--- src/sv/sqte_pkg.sv ---
// ----------------------------------------------------------------------------
// sqte_pkg
// Shared types, codes and defaults for the stack/queue transfer engine.
// ----------------------------------------------------------------------------
package sqte_pkg;

   localparam int STACK_DEPTH_DEF = 32;
   localparam int QUEUE_DEPTH_DEF = 32;
   localparam int WORD_WIDTH_DEF  = 32;

   localparam int REQ_TYPE_W = 3;
   localparam int IO_WORD_W  = 32;
   localparam int STATUS_W   = 2;

   localparam logic [REQ_TYPE_W-1:0] REQ_PUSH    = 3'd0;
   localparam logic [REQ_TYPE_W-1:0] REQ_POP     = 3'd1;
   localparam logic [REQ_TYPE_W-1:0] REQ_ENQUEUE = 3'd2;
   localparam logic [REQ_TYPE_W-1:0] REQ_DEQUEUE = 3'd3;
   localparam logic [REQ_TYPE_W-1:0] REQ_POUR    = 3'd4;
   localparam logic [REQ_TYPE_W-1:0] REQ_DUMP    = 3'd5;

   typedef enum logic [STATUS_W-1:0] {
      ST_OK         = 2'd0,
      ST_EMPTY      = 2'd1,
      ST_FULL       = 2'd2,
      ST_DUMP_EMPTY = 2'd3
   } status_type;

   typedef enum logic [2:0] {
      S_IDLE,
      S_POUR_RD,
      S_POUR_WR,
      S_DUMP_RD,
      S_DUMP_WR
   } state_type;

   typedef struct packed {
      logic       push;
      logic       pop;
      logic       enq;
      logic       deq;
      logic       pour_rd;
      logic       pour_mv;
      logic       dump_start;
      logic       dump_rd;
      logic       dump_next;
      logic       out_load;
      logic       out_dump;
      logic       out_last;
      status_type out_status;
   } ctrl_cmd_type;

   typedef struct packed {
      logic stack_empty;
      logic stack_full;
      logic queue_empty;
      logic queue_full;
      logic dump_last;
      logic out_free;
   } dp_stat_type;

endpackage

--- src/sv/sqte_ram.sv ---
// ----------------------------------------------------------------------------
// sqte_ram
// Simple dual-port RAM: one write port, one read port, registered read data.
// ----------------------------------------------------------------------------
module sqte_ram #(
   parameter int WIDTH = 32,
   parameter int DEPTH = 32
) (
   input  logic                     clock,
   input  logic                     wr_en,
   input  logic [$clog2(DEPTH)-1:0] wr_addr,
   input  logic [WIDTH-1:0]         wr_data,
   input  logic                     rd_en,
   input  logic [$clog2(DEPTH)-1:0] rd_addr,
   output logic [WIDTH-1:0]         rd_data
);

   logic [WIDTH-1:0] mem_ff [DEPTH];
   logic [WIDTH-1:0] rd_data_ff;

   always_ff @(posedge clock) begin
      if (wr_en) begin
         mem_ff[wr_addr] <= wr_data;
      end
      if (rd_en) begin
         rd_data_ff <= mem_ff[rd_addr];
      end
   end

   assign rd_data = rd_data_ff;

endmodule

--- src/sv/sqte_ctrl.sv ---
// ----------------------------------------------------------------------------
// sqte_ctrl
// Request sequencer: decodes requests and steps the pour and dump walks.
// ----------------------------------------------------------------------------
module sqte_ctrl
   import sqte_pkg::*;
(
   input  logic                  clock,
   input  logic                  reset,
   input  logic                  req_tvalid,
   output logic                  req_tready,
   input  logic [REQ_TYPE_W-1:0] req_type,
   input  dp_stat_type           stat,
   output ctrl_cmd_type          cmd
);

   state_type state_ff;
   state_type state_in;
   logic      accept;

   always_ff @(posedge clock) begin
      if (reset) begin
         state_ff <= S_IDLE;
      end else begin
         state_ff <= state_in;
      end
   end

   // only looked at in idle, where ready follows out_free
   assign accept = req_tvalid && stat.out_free;

   always_comb begin
      state_in   = state_ff;
      cmd        = '0;
      cmd.out_status = ST_OK;
      req_tready = 1'b0;
      unique case (state_ff)
         S_IDLE: begin
            req_tready = stat.out_free;
            if (accept) begin
               unique case (req_type)
                  REQ_PUSH: begin
                     cmd.out_load = 1'b1;
                     cmd.out_last = 1'b1;
                     if (stat.stack_full) begin
                        cmd.out_status = ST_FULL;
                     end else begin
                        cmd.push = 1'b1;
                     end
                  end
                  REQ_POP: begin
                     cmd.out_load = 1'b1;
                     cmd.out_last = 1'b1;
                     if (stat.stack_empty) begin
                        cmd.out_status = ST_EMPTY;
                     end else begin
                        cmd.pop = 1'b1;
                     end
                  end
                  REQ_ENQUEUE: begin
                     cmd.out_load = 1'b1;
                     cmd.out_last = 1'b1;
                     if (stat.queue_full) begin
                        cmd.out_status = ST_FULL;
                     end else begin
                        cmd.enq = 1'b1;
                     end
                  end
                  REQ_DEQUEUE: begin
                     cmd.out_load = 1'b1;
                     cmd.out_last = 1'b1;
                     if (stat.queue_empty) begin
                        cmd.out_status = ST_EMPTY;
                     end else begin
                        cmd.deq = 1'b1;
                     end
                  end
                  REQ_POUR: begin
                     state_in = S_POUR_RD;
                  end
                  REQ_DUMP: begin
                     if (stat.queue_empty) begin
                        cmd.out_load   = 1'b1;
                        cmd.out_last   = 1'b1;
                        cmd.out_status = ST_DUMP_EMPTY;
                     end else begin
                        cmd.dump_start = 1'b1;
                        state_in       = S_DUMP_RD;
                     end
                  end
                  default: begin
                     cmd.out_load = 1'b1;
                     cmd.out_last = 1'b1;
                  end
               endcase
            end
         end
         S_POUR_RD: begin
            if (!stat.stack_empty && !stat.queue_full) begin
               cmd.pour_rd = 1'b1;
               state_in    = S_POUR_WR;
            end else if (stat.out_free) begin
               cmd.out_load   = 1'b1;
               cmd.out_last   = 1'b1;
               cmd.out_status = stat.stack_empty ? ST_OK : ST_FULL;
               state_in       = S_IDLE;
            end
         end
         S_POUR_WR: begin
            cmd.pour_mv = 1'b1;
            state_in    = S_POUR_RD;
         end
         S_DUMP_RD: begin
            cmd.dump_rd = 1'b1;
            state_in    = S_DUMP_WR;
         end
         S_DUMP_WR: begin
            if (stat.out_free) begin
               cmd.out_load = 1'b1;
               cmd.out_dump = 1'b1;
               cmd.out_last = stat.dump_last;
               if (stat.dump_last) begin
                  state_in = S_IDLE;
               end else begin
                  cmd.dump_next = 1'b1;
                  state_in      = S_DUMP_RD;
               end
            end
         end
         default: begin
            state_in = S_IDLE;
         end
      endcase
   end

endmodule

--- src/sv/sqte_dp.sv ---
// ----------------------------------------------------------------------------
// sqte_dp
// Stack and queue storage, occupancy counters, queue pointers and the
// response register.
// ----------------------------------------------------------------------------
module sqte_dp
   import sqte_pkg::*;
#(
   parameter int STACK_DEPTH = STACK_DEPTH_DEF,
   parameter int QUEUE_DEPTH = QUEUE_DEPTH_DEF,
   parameter int WORD_WIDTH  = WORD_WIDTH_DEF
) (
   input  logic                 clock,
   input  logic                 reset,
   input  logic [IO_WORD_W-1:0] req_word,
   input  ctrl_cmd_type         cmd,
   output dp_stat_type          stat,
   input  logic                 rsp_tready,
   output logic                 rsp_tvalid,
   output logic [IO_WORD_W-1:0] rsp_word,
   output logic                 rsp_last,
   output status_type           rsp_status
);

   localparam int SAW = $clog2(STACK_DEPTH);
   localparam int SCW = $clog2(STACK_DEPTH + 1);
   localparam int QAW = $clog2(QUEUE_DEPTH);
   localparam int QCW = $clog2(QUEUE_DEPTH + 1);
   localparam int QSW = QCW + 1;

   logic [SCW-1:0]        stack_count_ff, stack_count_in;
   logic [QAW-1:0]        queue_head_ff, queue_head_in;
   logic [QCW-1:0]        queue_count_ff, queue_count_in;
   logic [QCW-1:0]        dump_idx_ff, dump_idx_in;
   logic                  rsp_valid_ff, rsp_valid_in;
   logic [IO_WORD_W-1:0]  rsp_word_ff;
   logic                  rsp_last_ff;
   status_type            rsp_status_ff;

   logic [WORD_WIDTH-1:0] word_st;
   logic [WORD_WIDTH-1:0] stack_rd_data;
   logic [WORD_WIDTH-1:0] queue_rd_data;
   logic [WORD_WIDTH-1:0] queue_wr_data;
   logic [IO_WORD_W-1:0]  dump_word;
   logic [SCW-1:0]        stack_top;
   logic [QSW-1:0]        tail_sum, tail_wrap;
   logic [QSW-1:0]        rd_sum, rd_wrap;
   logic [QAW-1:0]        tail_addr, rd_addr;
   logic [QSW-1:0]        head_inc;
   logic                  out_free;

   generate
      if (WORD_WIDTH <= IO_WORD_W) begin : g_in_narrow
         assign word_st = req_word[WORD_WIDTH-1:0];
      end else begin : g_in_wide
         assign word_st = {{(WORD_WIDTH-IO_WORD_W){req_word[IO_WORD_W-1]}}, req_word};
      end
      if (WORD_WIDTH >= IO_WORD_W) begin : g_out_wide
         assign dump_word = queue_rd_data[IO_WORD_W-1:0];
      end else begin : g_out_narrow
         assign dump_word = {{(IO_WORD_W-WORD_WIDTH){1'b0}}, queue_rd_data};
      end
   endgenerate

   // circular slot = (head + offset) mod depth, offset never above depth
   assign tail_sum  = QSW'(queue_head_ff) + QSW'(queue_count_ff);
   assign tail_wrap = (tail_sum >= QSW'(QUEUE_DEPTH)) ? tail_sum - QSW'(QUEUE_DEPTH) : tail_sum;
   assign tail_addr = tail_wrap[QAW-1:0];
   assign rd_sum    = QSW'(queue_head_ff) + QSW'(dump_idx_in);
   assign rd_wrap   = (rd_sum >= QSW'(QUEUE_DEPTH)) ? rd_sum - QSW'(QUEUE_DEPTH) : rd_sum;
   assign rd_addr   = rd_wrap[QAW-1:0];
   assign head_inc  = QSW'(queue_head_ff) + QSW'(1);
   assign stack_top = stack_count_ff - SCW'(1);

   assign queue_wr_data = cmd.pour_mv ? stack_rd_data : word_st;

   sqte_ram #(
      .WIDTH (WORD_WIDTH),
      .DEPTH (STACK_DEPTH)
   ) u_stack_ram (
      .clock   (clock),
      .wr_en   (cmd.push),
      .wr_addr (stack_count_ff[SAW-1:0]),
      .wr_data (word_st),
      .rd_en   (cmd.pour_rd),
      .rd_addr (stack_top[SAW-1:0]),
      .rd_data (stack_rd_data)
   );

   sqte_ram #(
      .WIDTH (WORD_WIDTH),
      .DEPTH (QUEUE_DEPTH)
   ) u_queue_ram (
      .clock   (clock),
      .wr_en   (cmd.enq || cmd.pour_mv),
      .wr_addr (tail_addr),
      .wr_data (queue_wr_data),
      .rd_en   (cmd.dump_rd),
      .rd_addr (rd_addr),
      .rd_data (queue_rd_data)
   );

   always_comb begin
      stack_count_in = stack_count_ff;
      queue_head_in  = queue_head_ff;
      queue_count_in = queue_count_ff;
      dump_idx_in    = dump_idx_ff;
      if (cmd.push) begin
         stack_count_in = stack_count_ff + SCW'(1);
      end else if (cmd.pop || cmd.pour_mv) begin
         stack_count_in = stack_count_ff - SCW'(1);
      end
      if (cmd.enq || cmd.pour_mv) begin
         queue_count_in = queue_count_ff + QCW'(1);
      end else if (cmd.deq) begin
         queue_count_in = queue_count_ff - QCW'(1);
         queue_head_in  = (head_inc == QSW'(QUEUE_DEPTH)) ? '0 : head_inc[QAW-1:0];
      end
      if (cmd.dump_start) begin
         dump_idx_in = '0;
      end else if (cmd.dump_next) begin
         dump_idx_in = dump_idx_ff + QCW'(1);
      end
   end

   assign out_free     = !rsp_valid_ff || rsp_tready;
   assign rsp_valid_in = cmd.out_load || (rsp_valid_ff && !rsp_tready);

   always_ff @(posedge clock) begin
      if (reset) begin
         stack_count_ff <= '0;
         queue_head_ff  <= '0;
         queue_count_ff <= '0;
         dump_idx_ff    <= '0;
         rsp_valid_ff   <= 1'b0;
      end else begin
         stack_count_ff <= stack_count_in;
         queue_head_ff  <= queue_head_in;
         queue_count_ff <= queue_count_in;
         dump_idx_ff    <= dump_idx_in;
         rsp_valid_ff   <= rsp_valid_in;
      end
   end

   always_ff @(posedge clock) begin
      if (cmd.out_load) begin
         rsp_word_ff   <= cmd.out_dump ? dump_word : '0;
         rsp_last_ff   <= cmd.out_last;
         rsp_status_ff <= cmd.out_status;
      end
   end

   assign stat.stack_empty = (stack_count_ff == '0);
   assign stat.stack_full  = (stack_count_ff == SCW'(STACK_DEPTH));
   assign stat.queue_empty = (queue_count_ff == '0);
   assign stat.queue_full  = (queue_count_ff == QCW'(QUEUE_DEPTH));
   assign stat.dump_last   = ((dump_idx_ff + QCW'(1)) == queue_count_ff);
   assign stat.out_free    = out_free;

   assign rsp_tvalid = rsp_valid_ff;
   assign rsp_word   = rsp_word_ff;
   assign rsp_last   = rsp_last_ff;
   assign rsp_status = rsp_status_ff;

endmodule

--- src/sv/stack_queue_transfer_engine.sv ---
// ----------------------------------------------------------------------------
// stack_queue_transfer_engine
// Bounded LIFO stack and FIFO queue with push/pop/enqueue/dequeue, a
// stack-to-queue pour and a queue dump.
//
//   channel  dir  tdata              tuser            tlast
//   req_     in   [31:0] word_in     [2:0] req_type   -
//   rsp_     out  [31:0] word_out    [1:0] status     last
//
// Push, pop, enqueue, dequeue, unused codes: result loaded at the accepting edge.
// Pour: each word moved takes a stack RAM read, then a queue RAM write; the result is issued after the last move.
// Dump: each word takes a registered queue RAM read, then a response load, after the accepting edge.
// Reset clears the counters and head pointer; the RAMs are not cleared.
// A stalled response holds each response load; requests are taken in idle only.
// ----------------------------------------------------------------------------
module stack_queue_transfer_engine
   import sqte_pkg::*;
#(
   parameter int STACK_DEPTH = STACK_DEPTH_DEF,
   parameter int QUEUE_DEPTH = QUEUE_DEPTH_DEF,
   parameter int WORD_WIDTH  = WORD_WIDTH_DEF
) (
   input  logic        clock,
   input  logic        reset,
   input  logic        req_tvalid,
   output logic        req_tready,
   input  logic [31:0] req_tdata,   // [31:0] word_in
   input  logic [2:0]  req_tuser,   // [2:0] req_type
   output logic        rsp_tvalid,
   input  logic        rsp_tready,
   output logic [31:0] rsp_tdata,   // [31:0] word_out
   output logic        rsp_tlast,
   output logic [1:0]  rsp_tuser    // [1:0] status
);

   ctrl_cmd_type cmd;
   dp_stat_type  stat;
   status_type   rsp_status;

   sqte_ctrl u_ctrl (
      .clock      (clock),
      .reset      (reset),
      .req_tvalid (req_tvalid),
      .req_tready (req_tready),
      .req_type   (req_tuser),
      .stat       (stat),
      .cmd        (cmd)
   );

   sqte_dp #(
      .STACK_DEPTH (STACK_DEPTH),
      .QUEUE_DEPTH (QUEUE_DEPTH),
      .WORD_WIDTH  (WORD_WIDTH)
   ) u_dp (
      .clock      (clock),
      .reset      (reset),
      .req_word   (req_tdata),
      .cmd        (cmd),
      .stat       (stat),
      .rsp_tready (rsp_tready),
      .rsp_tvalid (rsp_tvalid),
      .rsp_word   (rsp_tdata),
      .rsp_last   (rsp_tlast),
      .rsp_status (rsp_status)
   );

   assign rsp_tuser = rsp_status;

endmodule

--- config.mk ---
export PLATFORM = sky130hd
export DESIGN_NAME = stack_queue_transfer_engine
export DESIGN_NICKNAME = d
export VERILOG_FILES = /design/src/sv/sqte_pkg.sv /design/src/sv/sqte_ram.sv /design/src/sv/sqte_ctrl.sv /design/src/sv/sqte_dp.sv /design/src/sv/stack_queue_transfer_engine.sv
export SDC_FILE = /design/constraint.sdc
export NUM_CORES = 2
export LEC_CHECK = 0
export BUFFER_PORTS_ARGS = -buffer_cell sky130_fd_sc_hd__buf_2
export CAP_MARGIN = 10
export CELL_PAD_IN_SITES_DETAIL_PLACEMENT = 2
export CELL_PAD_IN_SITES_GLOBAL_PLACEMENT = 2
export CORE_UTILIZATION = 35
export CTS_CLUSTER_DIAMETER = 100
export DETAILED_ROUTE_END_ITERATION = 10
export HOLD_SLACK_MARGIN = 0.15
export PLACE_DENSITY_LB_ADDON = 0.2
export SKIP_CTS_REPAIR_TIMING = 1
export SYNTH_ARGS = -nofsm -noshare
export SYNTH_HDL_FRONTEND = slang
export SYNTH_SLANG_ARGS = --single-unit
--- constraint.sdc ---
create_clock -name clock -period 11.4 [get_ports clock]
set_input_delay 0.57 -clock clock [delete_from_list [all_inputs] [get_ports clock]]
set_output_delay 0.57 -clock clock [all_outputs]
set_load 0.01 [all_outputs]
==> impl_metrics.yaml <==
critical_path:
  cp.arrival_ns: 6.41
  path_depth: 13
  startpoint: "u_dp.dump_idx_ff[0]"
  crit_path_max_incr_delay_ns: 1.18
  path_buf_inv: 1
  crit_end: "u_dp.u_queue_ram.rd_data[18]"
  r2r_end: "u_dp.u_queue_ram.rd_data[18]"
  critPathMostFrequentCell: "mux4_2"
  crit_chain: "ha_1, xnor2_1, a22oi_1, o211ai_1, a21oi_2, nor2_1, mux2i_1, or2_2, fa_4, buf_4, mux4_2, mux4_2, mux2_1"
  path_max_fanout: 64
  path_class: "flip-flop to flip-flop"
  slowest_stage: "fa_4"
  cp.required_ns: 12.00
  r2r_cells: 13
  crit_family: "adder cells"
  endpoint_kind: "flip-flop"
  worstSetupStartpointType: "flip-flop"
  regToRegStartpoint: "u_dp.dump_idx_ff[0]"
  reg2reg_slack_ns: 5.59
cells_and_area:
  final_cell_mix: "edfxtp_1, mux4_2, clkbuf_16"
  area_growth_syn_to_layout_pct: 14.5
  nNetsFinal: 3733
  post-route-cell-area_mm2: 0.0955
  layout_commonest_cell: "edfxtp_1"
  drive_above_1_share_pct: 33.5
placement:
  placed_area_mm2: 0.0884
  place_congestion: 0.710
  pre_cts_ws_ns: 5.23
  hpwl_um: 118000
  portBuffers: 75
power:
  p_per_area_mw_per_mm2: 176
  power_switching_uw: 3630
  pwr-share-seq_pct: 52.8
  p_int_uw: 13100
  p_leak_uw: 0.0288
  p_total_uw: 16800
  switching_share_pct: 21.7
  vdd_drop_max_mv: 0.121
  clock_power_share_pct: 42.5
  comb_power_share_pct: 4.7
routing:
  vias: 37818
  routed_wirelength_um: 235000
  wl_per_cell_um: 33.4
  ant_nets: 0
  firstDrtPassIters: 5
  drc_errors: 0
  drt_iter0_drc: 3671
  viasPerCell: 5.39
timing:
  period_share_pct: 51.0
  rsz0062_at_grt: "false"
  hold_viol_final: 0
  slew_viol_final: 0
  relSlewSlack_pct: 21.4
  setup_tns_ns: 0
  hold_ws_ns: 0.164
  timing.fmax_ghz: 0.172
  finalSetupViolCount: 0
  setup_ws_ns: 5.59
  min_period_ns: 5.81
  worst_slew_pin_slew_ns: 1.18
  finClkSkew_ns: 0.0342
clock_tree:
  cts_tree: "built"
  clock_latency_ns: 0.87
  clock_sinks: 2174
  htree_levels: 4
  ctsLongestPathBuffers: 3
  cts_root_buf: "clkbuf_16"
  path_clk_slew_ns: 0.07
  numCtsBuffers: 225
floorplanning:
  initial_core_util_pct: 35.3
  num_io_pins: 76
  dieHeight_um: 490
  die-area_mm2: 0.240
  row_count: 178
  core_mm2: 0.236
  fp.dieW_um: 490
logic_synthesis:
  synth_area_mm2: 0.0834
  synthArstFlopShare_pct: 0
  yosysWarningCount: 0
  synth-edff-count: 2147
  synth_ff_type: "edfxtp_1"
  synthCells: 3439
  synth-seq-cells: 2174
  syn_area_per_cell_um2: 24.2
  synth_cell_types: 55
  synth_nets: 3499
  yosysSeqAreaShare_pct: 78.0
global_routing:
  grt_max_degree: 129
  grt_overflow: 0
  antenna_found_initial: 18
  grt_pass1_wl_um: 329000
  grt_pass1_vias: 41342
  grt_usage_pct: 19.5
job:
  drv_cap: 0
status:
  status: "complete, no violations"
hold_path:
  hold_class: "primary input to flip-flop"
## worst reg2reg max path: cells and delay by family (launching register included)
kind	cells	cell delay, ns
AO/OA/AOI/OAI	3	0.46
XOR/XNOR	1	0.15
adder cells (fa/ha/maj)	2	1.48
buffers and inverters	1	0.83
flip-flops	1	0.45
multiplexers	4	1.53
AND/OR/NAND/NOR	2	0.65
## power by group through the flow
stage,clock (uW),sequential [uW],combinational [uW]
final,7120,8850,786
after detailed placement,0,9020,801
after CTS,7300,8850,803
after global routing,7560,8850,844
after global placement,0,9020,781
after floorplan,0,9020,497
## cells in the mapped netlist (7+ instances only)
library cell	instances	area, um2
xnor2_1	18	158
inv_1	9	33.8
xor2_1	18	158
ha_1	18	225
buf_1	33	124
a21oi_1	21	105
nor2_1	114	428
mux2_2	66	743
nand2_1	31	116
and3_1	34	213
mux2i_1	7	70.1
mux2_1	30	338
dfxtp_1	27	541
clkbuf_1	124	465
nand3_1	9	45.0
buf_2	12	60.1
edfxtp_1	2147	64500
nor3_1	8	40.0
mux4_2	640	14400
## per-layer routing
layer,vias to the layer above,part of all wire [%],GRT usage [%]
met4,16,2.1,4.66
met5,-,0.041,0
met3,293,4.6,2.88
met1,21217,41,25.5
met2,995,52,34.3
li1,15297,-,-
## metrics by stage
stage | util, % | cells
floorplan | - | 3439
finish | 40.4 | 7018
global route | 40.4 | 7014
global placement | 37.5 | 6594
CTS | 40.4 | 7011
detailed placement | 37.5 | 6594
## final cells by class
class                           count  area (um2)
Multi-Input combinational cell   1087       18300
Inverter                            9        33.8
Antenna cell                        5        12.5
Tap cell                         3150        3940
Timing Repair Buffer              176        1190
Clock buffer                      275        5910
Sequential cell                  2174       65000
Fill cell                       21677      141000
Clock inverter                    142        1090
## worst min-delay path by stage
| stage | from | endpoint | cells past startpoint |
|---|---|---|---|
| after floorplan | u_dp.stack_count_ff[1] | u_dp.stack_count_ff[1] | 2 |
| after global placement | u_dp.u_queue_ram.rd_data[5] | u_dp.rsp_word[5] | 1 |
| final | reset | u_dp.queue_count_ff[0] | 2 |
| after detailed placement | u_dp.dump_idx_ff[5] | u_dp.dump_idx_ff[5] | 2 |
| after global routing | reset | u_dp.stack_count_ff[0] | 2 |
| after CTS | rsp_tready | u_ctrl.state_ff[2] | 4 |
## logic make-up after synthesis
logic type | after synthesis | share of synthesized area, %
muxes | 744 | 18.7
DFF | 2174 | 78.0
adders and majority gates | 21 | 0.342
and+or+nand+nor | 235 | 1.37
buffers and inverters | 178 | 0.820
AOI/OAI and AO/OA | 50 | 0.387
xor gates and xnor gates | 37 | 0.398
## state kept, by name (all words and copies together) (netlist names)
signal and count:
u_dp.u_queue_ram.mem_ff 1024, u_dp.u_stack_ram.mem_ff 1024, u_dp.rsp_word 32, u_dp.u_queue_ram.rd_data 32, u_dp.u_stack_ram.rd_data 32, u_dp.dump_idx_ff 6, u_dp.queue_count_ff 6, u_dp.stack_count_ff 6
u_dp.queue_head_ff 5, u_ctrl.state_ff 3, u_dp.rsp_status 2, u_dp.rsp_last 1, u_dp.rsp_tvalid 1
Note: power is estimated with default switching activity, not from simulation.
